--- src/hdl/assert_macros.svh ---
// Assertion macros for the debounce RTL
`ifndef ASSERT_MACROS_SVH
`define ASSERT_MACROS_SVH

// Condition holds at every clock edge out of reset
`define MTD_ASSERT_ALWAYS(label, clk, rst_n, cond) \
    label: assert property (@(posedge clk) disable iff (!rst_n) (cond)) \
        else $error("debounce assertion failed");

// Consequent holds in the same cycle as the antecedent
`define MTD_ASSERT_IMPL(label, clk, rst_n, ante, cons) \
    label: assert property (@(posedge clk) disable iff (!rst_n) (ante) |-> (cons)) \
        else $error("debounce assertion failed");

// Consequent holds in the cycle after the antecedent
`define MTD_ASSERT_NEXT(label, clk, rst_n, ante, cons) \
    label: assert property (@(posedge clk) disable iff (!rst_n) (ante) |=> (cons)) \
        else $error("debounce assertion failed");

`endif

--- src/hdl/mtd_pkg.sv ---
// Types and constants of the multichannel time debounce
package mtd_pkg;

    localparam int NUM_CHANNELS_DEF = 16;
    localparam int RAW_W            = 8;
    localparam int NOW_W            = 32;
    localparam int DEB_W            = 16;
    localparam int LIM_W            = 5;
    localparam int CH_W             = 4;
    localparam int APB_AW           = 4;
    localparam int APB_DW           = 32;

    // Most reports in one scan
    localparam logic [LIM_W-1:0] MAX_REPORTS = LIM_W'(16);

    // Register indexes (address bits [3:2])
    localparam logic [1:0] REG_ACTIVE_LOW = 2'd0;
    localparam logic [1:0] REG_DWELL_MS   = 2'd1;
    localparam logic [1:0] REG_REPORT_LIM = 2'd2;

    // Register reset values
    localparam logic             RST_ACTIVE_LOW = 1'b1;
    localparam logic [DEB_W-1:0] RST_DWELL_MS   = DEB_W'(50);
    localparam logic [LIM_W-1:0] RST_REPORT_LIM = LIM_W'(16);

    // What one cell receives from its neighbour and the control
    typedef struct packed {
        logic             tok;
        logic             adv;
        logic             seen;
        logic [NOW_W-1:0] now_ms;
        logic [DEB_W-1:0] dwell_ms;
    } t_cell_in;

    // What one cell hands on
    typedef struct packed {
        logic tok;
        logic report;
    } t_cell_out;

endpackage

--- src/hdl/mtd_if.sv ---
// Valid/ready word interfaces for scans and change reports
interface mtd_in_if;
    import mtd_pkg::*;

    logic             valid;
    logic             ready;
    logic [RAW_W-1:0] raw_a;
    logic [RAW_W-1:0] raw_b;
    logic             bus_ok;
    logic [NOW_W-1:0] now_ms;

    modport source (output valid, raw_a, raw_b, bus_ok, now_ms, input ready);
    modport sink   (input valid, raw_a, raw_b, bus_ok, now_ms, output ready);
endinterface

interface mtd_out_if;
    import mtd_pkg::*;

    logic            valid;
    logic            ready;
    logic [CH_W-1:0] channel;
    logic            occupied;
    logic            last;

    modport source (output valid, channel, occupied, last, input ready);
    modport sink   (input valid, channel, occupied, last, output ready);
endinterface

--- src/hdl/mtd_cell.sv ---
// One channel cell: debounce state and the scan token stage
module mtd_cell (
    input  logic               i_clk,
    input  logic               i_rst_n,
    input  mtd_pkg::t_cell_in  i_cell,
    output mtd_pkg::t_cell_out o_cell
);
    import mtd_pkg::*;

    logic             r_tok,     n_tok;
    logic             r_started, n_started;
    logic             r_stable,  n_stable;
    logic             r_cand,    n_cand;
    logic [NOW_W-1:0] r_since,   n_since;
    logic [NOW_W-1:0] elapsed;
    logic             held;
    logic             report;

    // Wrapping elapsed time of the candidate
    assign elapsed = i_cell.now_ms - r_since;
    assign held    = elapsed >= NOW_W'(i_cell.dwell_ms);

    // Update the channel while the token sits here
    always_comb begin
        n_tok     = i_cell.adv ? i_cell.tok : r_tok;
        n_started = r_started;
        n_stable  = r_stable;
        n_cand    = r_cand;
        n_since   = r_since;
        report    = 1'b0;
        if (r_tok) begin
            if (!r_started) begin
                n_started = 1'b1;
                n_stable  = i_cell.seen;
                n_cand    = i_cell.seen;
                n_since   = i_cell.now_ms;
                report    = 1'b1;
            end else if (i_cell.seen != r_cand) begin
                n_cand  = i_cell.seen;
                n_since = i_cell.now_ms;
            end else if (i_cell.seen != r_stable && held) begin
                n_stable = i_cell.seen;
                report   = 1'b1;
            end
        end
    end

    // Control state
    always_ff @(posedge i_clk) begin
        if (!i_rst_n) begin
            r_tok     <= 1'b0;
            r_started <= 1'b0;
        end else begin
            r_tok <= n_tok;
            if (i_cell.adv) begin
                r_started <= n_started;
            end
        end
    end

    // Channel payload, committed only when the chain advances
    always_ff @(posedge i_clk) begin
        if (i_cell.adv) begin
            r_stable <= n_stable;
            r_cand   <= n_cand;
            r_since  <= n_since;
        end
    end

    assign o_cell.tok    = r_tok;
    assign o_cell.report = report;

endmodule

--- src/hdl/multichannel_time_debounce.sv ---
// Top level: APB registers, scan capture, cell chain and report output
//
// Debounces NUM_CHANNELS presence sensors. A scan word with bus_ok set is
// captured and a token walks the chain of channel cells, one cell per clock
// while the chain is not held for a report that has nowhere to go. Ready
// stays low while the token walks and while the scan closes, so a new scan
// is taken only once the last one is through, later while the report output
// is back-pressured. A scan with bus_ok clear is taken and changes nothing.
// Change reports come out in channel order, the final one of a scan flagged
// with last; a report waits in a one-word holding register until the next
// report or the end of the scan decides its last flag. Registers: 0x0
// active_low, 0x4 dwell_ms, 0x8 report_limit; write only while no scan is in
// flight.
module multichannel_time_debounce #(
    parameter int NUM_CHANNELS = mtd_pkg::NUM_CHANNELS_DEF
) (
    input  logic                       i_clk,
    input  logic                       i_rst_n,
    mtd_in_if.sink                     i_in,
    mtd_out_if.source                  o_out,
    input  logic                       psel,
    input  logic                       penable,
    input  logic                       pwrite,
    input  logic [mtd_pkg::APB_AW-1:0] paddr,
    input  logic [mtd_pkg::APB_DW-1:0] pwdata,
    output logic [mtd_pkg::APB_DW-1:0] prdata,
    output logic                       pready
);
    import mtd_pkg::*;

`include "assert_macros.svh"

    // Configuration registers
    logic             r_active_low;
    logic [DEB_W-1:0] r_dwell_ms;
    logic [LIM_W-1:0] r_report_lim;
    logic             cfg_wr;

    assign pready = 1'b1;
    assign cfg_wr = psel && penable && pwrite;

    always_ff @(posedge i_clk) begin
        if (!i_rst_n) begin
            r_active_low <= RST_ACTIVE_LOW;
            r_dwell_ms   <= RST_DWELL_MS;
            r_report_lim <= RST_REPORT_LIM;
        end else if (cfg_wr) begin
            case (paddr[3:2])
                REG_ACTIVE_LOW: r_active_low <= pwdata[0];
                REG_DWELL_MS:   r_dwell_ms   <= pwdata[DEB_W-1:0];
                REG_REPORT_LIM: r_report_lim <= pwdata[LIM_W-1:0];
                default:        ;
            endcase
        end
    end

    // Register read back
    always_comb begin
        case (paddr[3:2])
            REG_ACTIVE_LOW: prdata = APB_DW'(r_active_low);
            REG_DWELL_MS:   prdata = APB_DW'(r_dwell_ms);
            REG_REPORT_LIM: prdata = APB_DW'(r_report_lim);
            default:        prdata = '0;
        endcase
    end

    // Scan control
    logic                    r_walk, n_walk;
    logic                    r_fin,  n_fin;
    logic [LIM_W-1:0]        r_count, n_count;
    logic [NUM_CHANNELS-1:0] r_seen, n_seen;
    logic [NOW_W-1:0]        r_now;
    logic                    start;
    logic                    adv;
    logic                    walk_end;
    logic [LIM_W-1:0]        lim_eff;

    // Holding and output registers
    logic            r_pend_v, n_pend_v;
    logic [CH_W-1:0] r_pend_ch, n_pend_ch;
    logic            r_pend_occ, n_pend_occ;
    logic            r_out_v, n_out_v;
    logic [CH_W-1:0] r_out_ch, n_out_ch;
    logic            r_out_occ, n_out_occ;
    logic            r_out_last, n_out_last;
    logic            out_free;

    // Cell chain
    t_cell_in                cell_in  [NUM_CHANNELS];
    t_cell_out               cell_out [NUM_CHANNELS];
    logic [NUM_CHANNELS-1:0] tok_vec;
    logic                    act_rep;
    logic                    act_occ;
    logic [CH_W-1:0]         act_ch;
    logic                    take;

    assign i_in.ready = !r_walk && !r_fin;
    assign start      = i_in.valid && i_in.ready && i_in.bus_ok;
    assign lim_eff    = (r_report_lim > MAX_REPORTS) ? MAX_REPORTS : r_report_lim;
    assign out_free   = !r_out_v || o_out.ready;

    // Map raw levels through the polarity setting
    always_comb begin
        for (int k = 0; k < NUM_CHANNELS; k++) begin
            if (k < RAW_W) begin
                n_seen[k] = i_in.raw_a[k % RAW_W] ^ r_active_low;
            end else begin
                n_seen[k] = i_in.raw_b[k % RAW_W] ^ r_active_low;
            end
        end
    end

    // Pick the report of the cell holding the token
    always_comb begin
        act_rep = 1'b0;
        act_occ = 1'b0;
        act_ch  = '0;
        for (int k = 0; k < NUM_CHANNELS; k++) begin
            tok_vec[k] = cell_out[k].tok;
            if (cell_out[k].tok && cell_out[k].report) begin
                act_rep = 1'b1;
                act_occ = r_seen[k];
                act_ch  = CH_W'(k);
            end
        end
    end

    assign take     = act_rep && (r_count < lim_eff);
    // Hold the chain while a new report has nowhere to go
    assign adv      = start || (r_walk && !(take && r_pend_v && !out_free));
    assign walk_end = r_walk && adv && tok_vec[NUM_CHANNELS-1];

    // Build the chain
    genvar g;
    generate
        for (g = 0; g < NUM_CHANNELS; g++) begin : g_cell
            if (g == 0) begin : g_head
                assign cell_in[g].tok = start;
            end else begin : g_link
                assign cell_in[g].tok = cell_out[g-1].tok;
            end
            assign cell_in[g].adv      = adv;
            assign cell_in[g].seen     = r_seen[g];
            assign cell_in[g].now_ms   = r_now;
            assign cell_in[g].dwell_ms = r_dwell_ms;

            mtd_cell u_cell (
                .i_clk   (i_clk),
                .i_rst_n (i_rst_n),
                .i_cell  (cell_in[g]),
                .o_cell  (cell_out[g])
            );
        end
    endgenerate

    // Advance scan phases, holding register and output word
    always_comb begin
        n_walk     = r_walk;
        n_fin      = r_fin;
        n_count    = r_count;
        n_pend_v   = r_pend_v;
        n_pend_ch  = r_pend_ch;
        n_pend_occ = r_pend_occ;
        n_out_v    = r_out_v && !o_out.ready;
        n_out_ch   = r_out_ch;
        n_out_occ  = r_out_occ;
        n_out_last = r_out_last;

        if (start) begin
            n_walk  = 1'b1;
            n_count = '0;
        end else if (r_walk && adv) begin
            if (take) begin
                if (r_pend_v) begin
                    n_out_v    = 1'b1;
                    n_out_ch   = r_pend_ch;
                    n_out_occ  = r_pend_occ;
                    n_out_last = 1'b0;
                end
                n_pend_v   = 1'b1;
                n_pend_ch  = act_ch;
                n_pend_occ = act_occ;
                n_count    = r_count + LIM_W'(1);
            end
            if (walk_end) begin
                n_walk = 1'b0;
                n_fin  = 1'b1;
            end
        end else if (r_fin) begin
            if (!r_pend_v) begin
                n_fin = 1'b0;
            end else if (out_free) begin
                n_out_v    = 1'b1;
                n_out_ch   = r_pend_ch;
                n_out_occ  = r_pend_occ;
                n_out_last = 1'b1;
                n_pend_v   = 1'b0;
                n_fin      = 1'b0;
            end
        end
    end

    // Control state
    always_ff @(posedge i_clk) begin
        if (!i_rst_n) begin
            r_walk   <= 1'b0;
            r_fin    <= 1'b0;
            r_count  <= '0;
            r_pend_v <= 1'b0;
            r_out_v  <= 1'b0;
        end else begin
            r_walk   <= n_walk;
            r_fin    <= n_fin;
            r_count  <= n_count;
            r_pend_v <= n_pend_v;
            r_out_v  <= n_out_v;
        end
    end

    // Payload
    always_ff @(posedge i_clk) begin
        if (start) begin
            r_seen <= n_seen;
            r_now  <= i_in.now_ms;
        end
        r_pend_ch  <= n_pend_ch;
        r_pend_occ <= n_pend_occ;
        r_out_ch   <= n_out_ch;
        r_out_occ  <= n_out_occ;
        r_out_last <= n_out_last;
    end

    assign o_out.valid    = r_out_v;
    assign o_out.channel  = r_out_ch;
    assign o_out.occupied = r_out_occ;
    assign o_out.last     = r_out_last;

    // Checks
    `MTD_ASSERT_ALWAYS(a_tok_single, i_clk, i_rst_n, $onehot0(tok_vec))
    `MTD_ASSERT_IMPL(a_walk_tok, i_clk, i_rst_n, r_walk, tok_vec != '0)
    `MTD_ASSERT_IMPL(a_count_lim, i_clk, i_rst_n, r_walk, r_count <= lim_eff)
    `MTD_ASSERT_NEXT(a_fin_close, i_clk, i_rst_n, r_fin && !r_pend_v, !r_fin)

endmodule
--- src/flat_wrapper.sv ---
// flat-port wrapper written by rule: the top's interface ports become plain ports
module multichannel_time_debounce_flat import mtd_pkg::*;
#(
    parameter int NUM_CHANNELS = mtd_pkg::NUM_CHANNELS_DEF
)
  (i_clk, i_rst_n, psel, penable, pwrite, paddr, pwdata, prdata, pready, i_in_valid, i_in_raw_a, i_in_raw_b, i_in_bus_ok, i_in_now_ms, i_in_ready, o_out_valid, o_out_channel, o_out_occupied, o_out_last, o_out_ready);
  mtd_in_if i_in_i ();
  mtd_out_if o_out_i ();
  input  logic i_clk;
  input  logic i_rst_n;
  input  logic psel;
  input  logic penable;
  input  logic pwrite;
  input  logic [mtd_pkg::APB_AW-1:0] paddr;
  input  logic [mtd_pkg::APB_DW-1:0] pwdata;
  output logic [mtd_pkg::APB_DW-1:0] prdata;
  output logic pready;
  input wire logic [$bits(i_in_i.valid)-1:0] i_in_valid;
  input wire logic [$bits(i_in_i.raw_a)-1:0] i_in_raw_a;
  input wire logic [$bits(i_in_i.raw_b)-1:0] i_in_raw_b;
  input wire logic [$bits(i_in_i.bus_ok)-1:0] i_in_bus_ok;
  input wire logic [$bits(i_in_i.now_ms)-1:0] i_in_now_ms;
  output wire logic [$bits(i_in_i.ready)-1:0] i_in_ready;
  output wire logic [$bits(o_out_i.valid)-1:0] o_out_valid;
  output wire logic [$bits(o_out_i.channel)-1:0] o_out_channel;
  output wire logic [$bits(o_out_i.occupied)-1:0] o_out_occupied;
  output wire logic [$bits(o_out_i.last)-1:0] o_out_last;
  input wire logic [$bits(o_out_i.ready)-1:0] o_out_ready;
  assign i_in_i.valid = i_in_valid;
  assign i_in_i.raw_a = i_in_raw_a;
  assign i_in_i.raw_b = i_in_raw_b;
  assign i_in_i.bus_ok = i_in_bus_ok;
  assign i_in_i.now_ms = i_in_now_ms;
  assign i_in_ready = i_in_i.ready;
  assign o_out_valid = o_out_i.valid;
  assign o_out_channel = o_out_i.channel;
  assign o_out_occupied = o_out_i.occupied;
  assign o_out_last = o_out_i.last;
  assign o_out_i.ready = o_out_ready;
  multichannel_time_debounce #(.NUM_CHANNELS(NUM_CHANNELS)) u_core (.i_clk(i_clk), .i_rst_n(i_rst_n), .i_in(i_in_i), .o_out(o_out_i), .psel(psel), .penable(penable), .pwrite(pwrite), .paddr(paddr), .pwdata(pwdata), .prdata(prdata), .pready(pready));
endmodule
--- config.mk ---
export PLATFORM = sky130hd
export DESIGN_NAME = multichannel_time_debounce_flat
export DESIGN_NICKNAME = d
export VERILOG_FILES = /design/src/hdl/mtd_pkg.sv /design/src/hdl/mtd_if.sv /design/src/hdl/mtd_cell.sv /design/src/hdl/multichannel_time_debounce.sv /design/src/flat_wrapper.sv
export VERILOG_INCLUDE_DIRS = /design/src /design/src/hdl
export SDC_FILE = /design/constraint.sdc
export NUM_CORES = 2
export LEC_CHECK = 0
export BUFFER_PORTS_ARGS = -buffer_cell sky130_fd_sc_hd__buf_2
export CAP_MARGIN = 10
export CORE_MARGIN = 2
export CORE_UTILIZATION = 60
export CTS_BUF_LIST = sky130_fd_sc_hd__clkbuf_8
export CTS_CLUSTER_DIAMETER = 40
export DETAILED_ROUTE_END_ITERATION = 10
export PLACE_DENSITY = 0.86
export SYNTH_ARGS = -nofsm -noshare
export SYNTH_HDL_FRONTEND = slang
export SYNTH_SLANG_ARGS = --single-unit
--- constraint.sdc ---
create_clock -name i_clk -period 8.2 [get_ports i_clk]
set_clock_uncertainty 0.15 [all_clocks]
set_input_delay 1.64 -clock i_clk [delete_from_list [all_inputs] [get_ports i_clk]]
set_output_delay 1.64 -clock i_clk [all_outputs]
set_load 0.005 [all_outputs]
==> results.txt <==
first-pass GRT wire length: 274.4 mm
status: finished, final reports clean
Most Used Layer, Global Route: met2
met3 Resource Use GR: 0.08044
top cell type's share of synthesized area: 0.3089
crit-path max FO: 32
crit path launch type: register
vias in the first global route: 50180
Iteration-0 DRC Markers: 5923
drt drc: 0
IR drop worst, VDD: 0.0001878 V
top-count cell post-synth: ha_1
CTS tree: yes
top post-synthesis cells by count: 757 x ha_1, 679 x inv_1, 603 x edfxtp_1, 579 x a21oi_1, 414 x nand2_1
max_cap viols: 0
Cell Rows: 114
routed wire length per instance: 22.02 um
Final Hold Viols: 0
TritonCTS Sinks: 666
Synth Register Bits: 666
multi-input logic area: 36140 um2
Pleak: 27.21 nW
Sequential Area: 19370 um2
Critical Path End Type: register
CTS Buf Count: 138
core outline area: 96710 um2
CP Data Arrival Time: 8.21 ns
design area: 64390 um2
die area: 100200 um2
Post-Route Setup TNS: 0 ns
area leader, netlist: edfxtp_1
crit path time final: 7.836 ns
Detail Route Antenna Nets: 0
total number of vias: 53420
aggregate global routing overflow: 0
Max Buffers Root-to-Sink: 3
Total Routing Usage GR: 0.3509
RSZ-0062 raised after global routing: false
ys flop type: edfxtp_1
die height: 316.6 um
hold_ws: 0.2862 ns
Port Buffers: 97
Die X-Extent: 316.6 um
GP Congestion: 1.010
first-pass iteration count of the detailed router: 6
Req. time, crit path: 8.57 ns
starting density of the core: 0.6061
Setup Crit Path Kind: register to register
NumNets Final: 7641
sequential area share after synthesis: 0.3304
count of warnings emitted by yosys: 0
placed cells: 7906
largest net degree at the start of global routing: 62
Worst-path clk slew: 0.06 ns
# fillers: 7615
max_slew headroom: 0.1699
Post-CTS Hold Buffers: 0
Syn Area/Cell: 8.982 um2
antenna violations before repair: 19
vias per cell: 6.538
PwrDens: 138.4 nW/um2
grt met2 use: 0.5361
Final period util: 0.9557
Worst Max-Slew Pin Slew: 1.245 ns
non-filler cells, final: 8171
# H-tree levels: 4
dpl cell area: 61470 um2
cells after synthesis: 6526
clock network latency to the later pin of the worst-skew pair: 0.86 ns
worst hold path type: register to register
Slew Viols, Final: 0
DP Worst Slack: 0.4138 ns
Max Clock Freq: 127.6 MHz
final WL: 179.9 mm
P&R area growth vs syn: 9.851%
Root Buffer: clkbuf_8
detailed placer's ending HPWL: 130.9 mm
top cells by area, synth: edfxtp_1 31%, ha_1 16%, a21oi_1 4.9%
Final WS setup: 0.3636 ns
Async SR Flop Fraction: 0
I/O pins: 133
Post-Syn Area: 58610 um2
Setup violations, final: 0
Netlist cell types: 105
GRT met1 Usage: 0.4655
share of layout cells above drive strength 1: 0.07822
number of synthesized flops with an enable pin: 603
## cell type report
| type | count | share of cell area |
|---|---|---|
| Antenna cell | 4 | 0.0001555 |
| Clock buffer | 146 | 0.03121 |
| Clock inverter | 109 | 0.01269 |
| Inverter | 680 | 0.03964 |
| Multi-Input combinational cell | 5044 | 0.5612 |
| Sequential cell | 666 | 0.3008 |
| Tap cell | 1276 | 0.02480 |
| Timing Repair Buffer | 246 | 0.02946 |
## cell families (layout without fill, tap and decap cells)
| group | Yosys count | count (layout) | share of synthesized area |
|---|---|---|---|
| AOI/OAI and AO/OA | 2034 | 2034 | 0.2282 |
| buffers and inverters | 831 | 1181 | 0.05503 |
| DFF | 666 | 666 | 0.3304 |
| adders and majority gates | 773 | 773 | 0.1671 |
| and+or+nand+nor | 1827 | 1827 | 0.1586 |
| xor gates and xnor gates | 317 | 317 | 0.04737 |
| muxes | 76 | 76 | 0.01315 |
| other | 2 | 21 | 0.0001281 |
## critical path, cell delays in order (launching register included)
cell and delay [ns]:
edfxtp_1 0.83, buf_4 0.43, ha_1 0.36, a211o_1 0.28, o31ai_1 0.58, nand2_1 0.22
a21o_1 0.22, a21oi_1 0.17, xnor2_1 0.10, ha_1 0.18, a21o_1 0.18, a21oi_1 0.13
nor2b_1 0.06, a2111oi_0 0.37, o221ai_1 0.21, nor4_1 0.38, o211ai_1 0.15, nor4_1 0.28
buf_4 0.19, a21o_1 0.34, nand3b_1 0.19, nand4bb_4 0.35, a41oi_4 0.32, buf_4 0.27
and3_1 0.27, buf_12 0.24
## per-stage QoR
| step | utilization | total power, mW |
|---|---|---|
| floorplan | - | 4.885 |
| global placement | 0.6356 | 5.273 |
| detailed placement | 0.6356 | 5.319 |
| CTS | 0.6648 | 8.900 |
| global route | 0.6657 | 9.247 |
| finish | 0.6658 | 8.910 |
## registers in the layout (all words and copies together), names as in the netlist, 4 cells and up
signal / count
u_core.r_count: 5
u_core.o_out.channel: 4
u_core.g_cell.u_cell.r_stable: 16
u_core.g_cell.u_cell.r_tok: 16
u_core.r_seen: 16
u_core.g_cell.u_cell.r_started: 16
u_core.r_dwell_ms: 16
u_core.g_cell.u_cell.r_cand: 16
u_core.r_report_lim: 5
u_core.r_now: 32
u_core.g_cell.u_cell.r_since: 512
u_core.r_pend_ch: 4
## what timing repair did
item,CTS,global route
endpoints found under the setup margin,0,525
gates resized for setup,0,4
buffers inserted,0,5
## cells in the final DEF (no fill, tap or decap), drive strengths merged, types with 196 or more instances in the layout
| cell type | n |
|---|---|
| nor2 | 412 |
| nand2 | 414 |
| edfxtp | 603 |
| buf | 245 |
| xnor2 | 196 |
| ha | 757 |
| a21oi | 580 |
| o21ai | 408 |
| inv | 718 |
## power breakdown
part	switching, mW	total, mW	internal, mW
registers	0.0437	3.76	3.72
clock network	1.62	3.59	1.97
logic	0.955	1.56	0.603
total	2.62	8.91	6.29
## path summary, 6_finish.rpt
| kind | startpoint | end | slack [ns] | depth (start not counted) |
|---|---|---|---|---|
| setup / recovery | u_core.r_now[7]$_DFFE_PP_ | u_core.g_cell[13].u_cell.r_since[23]$_DFFE_PP_ | 0.36 | 25 |
| hold / removal | u_core.r_pend_ch[3]$_SDFFCE_PP1P_ | u_core.o_out.channel[3]$_DFFE_PP_ | 0.29 | 0 |
| setup reg to reg | u_core.r_now[7]$_DFFE_PP_ | u_core.g_cell[13].u_cell.r_since[23]$_DFFE_PP_ | 0.36 | 25 |
| hold reg to reg | u_core.r_pend_ch[3]$_SDFFCE_PP1P_ | u_core.o_out.channel[3]$_DFFE_PP_ | 0.29 | 0 |
## layer usage
metal / wire [um] / vias up
met5: 139 / -
met4: 9923 / 20
met3: 20780 / 582
met2: 76890 / 2838
met1: 72180 / 25030
li1: - / 24950
Note: power is estimated with default switching activity, not from simulation.
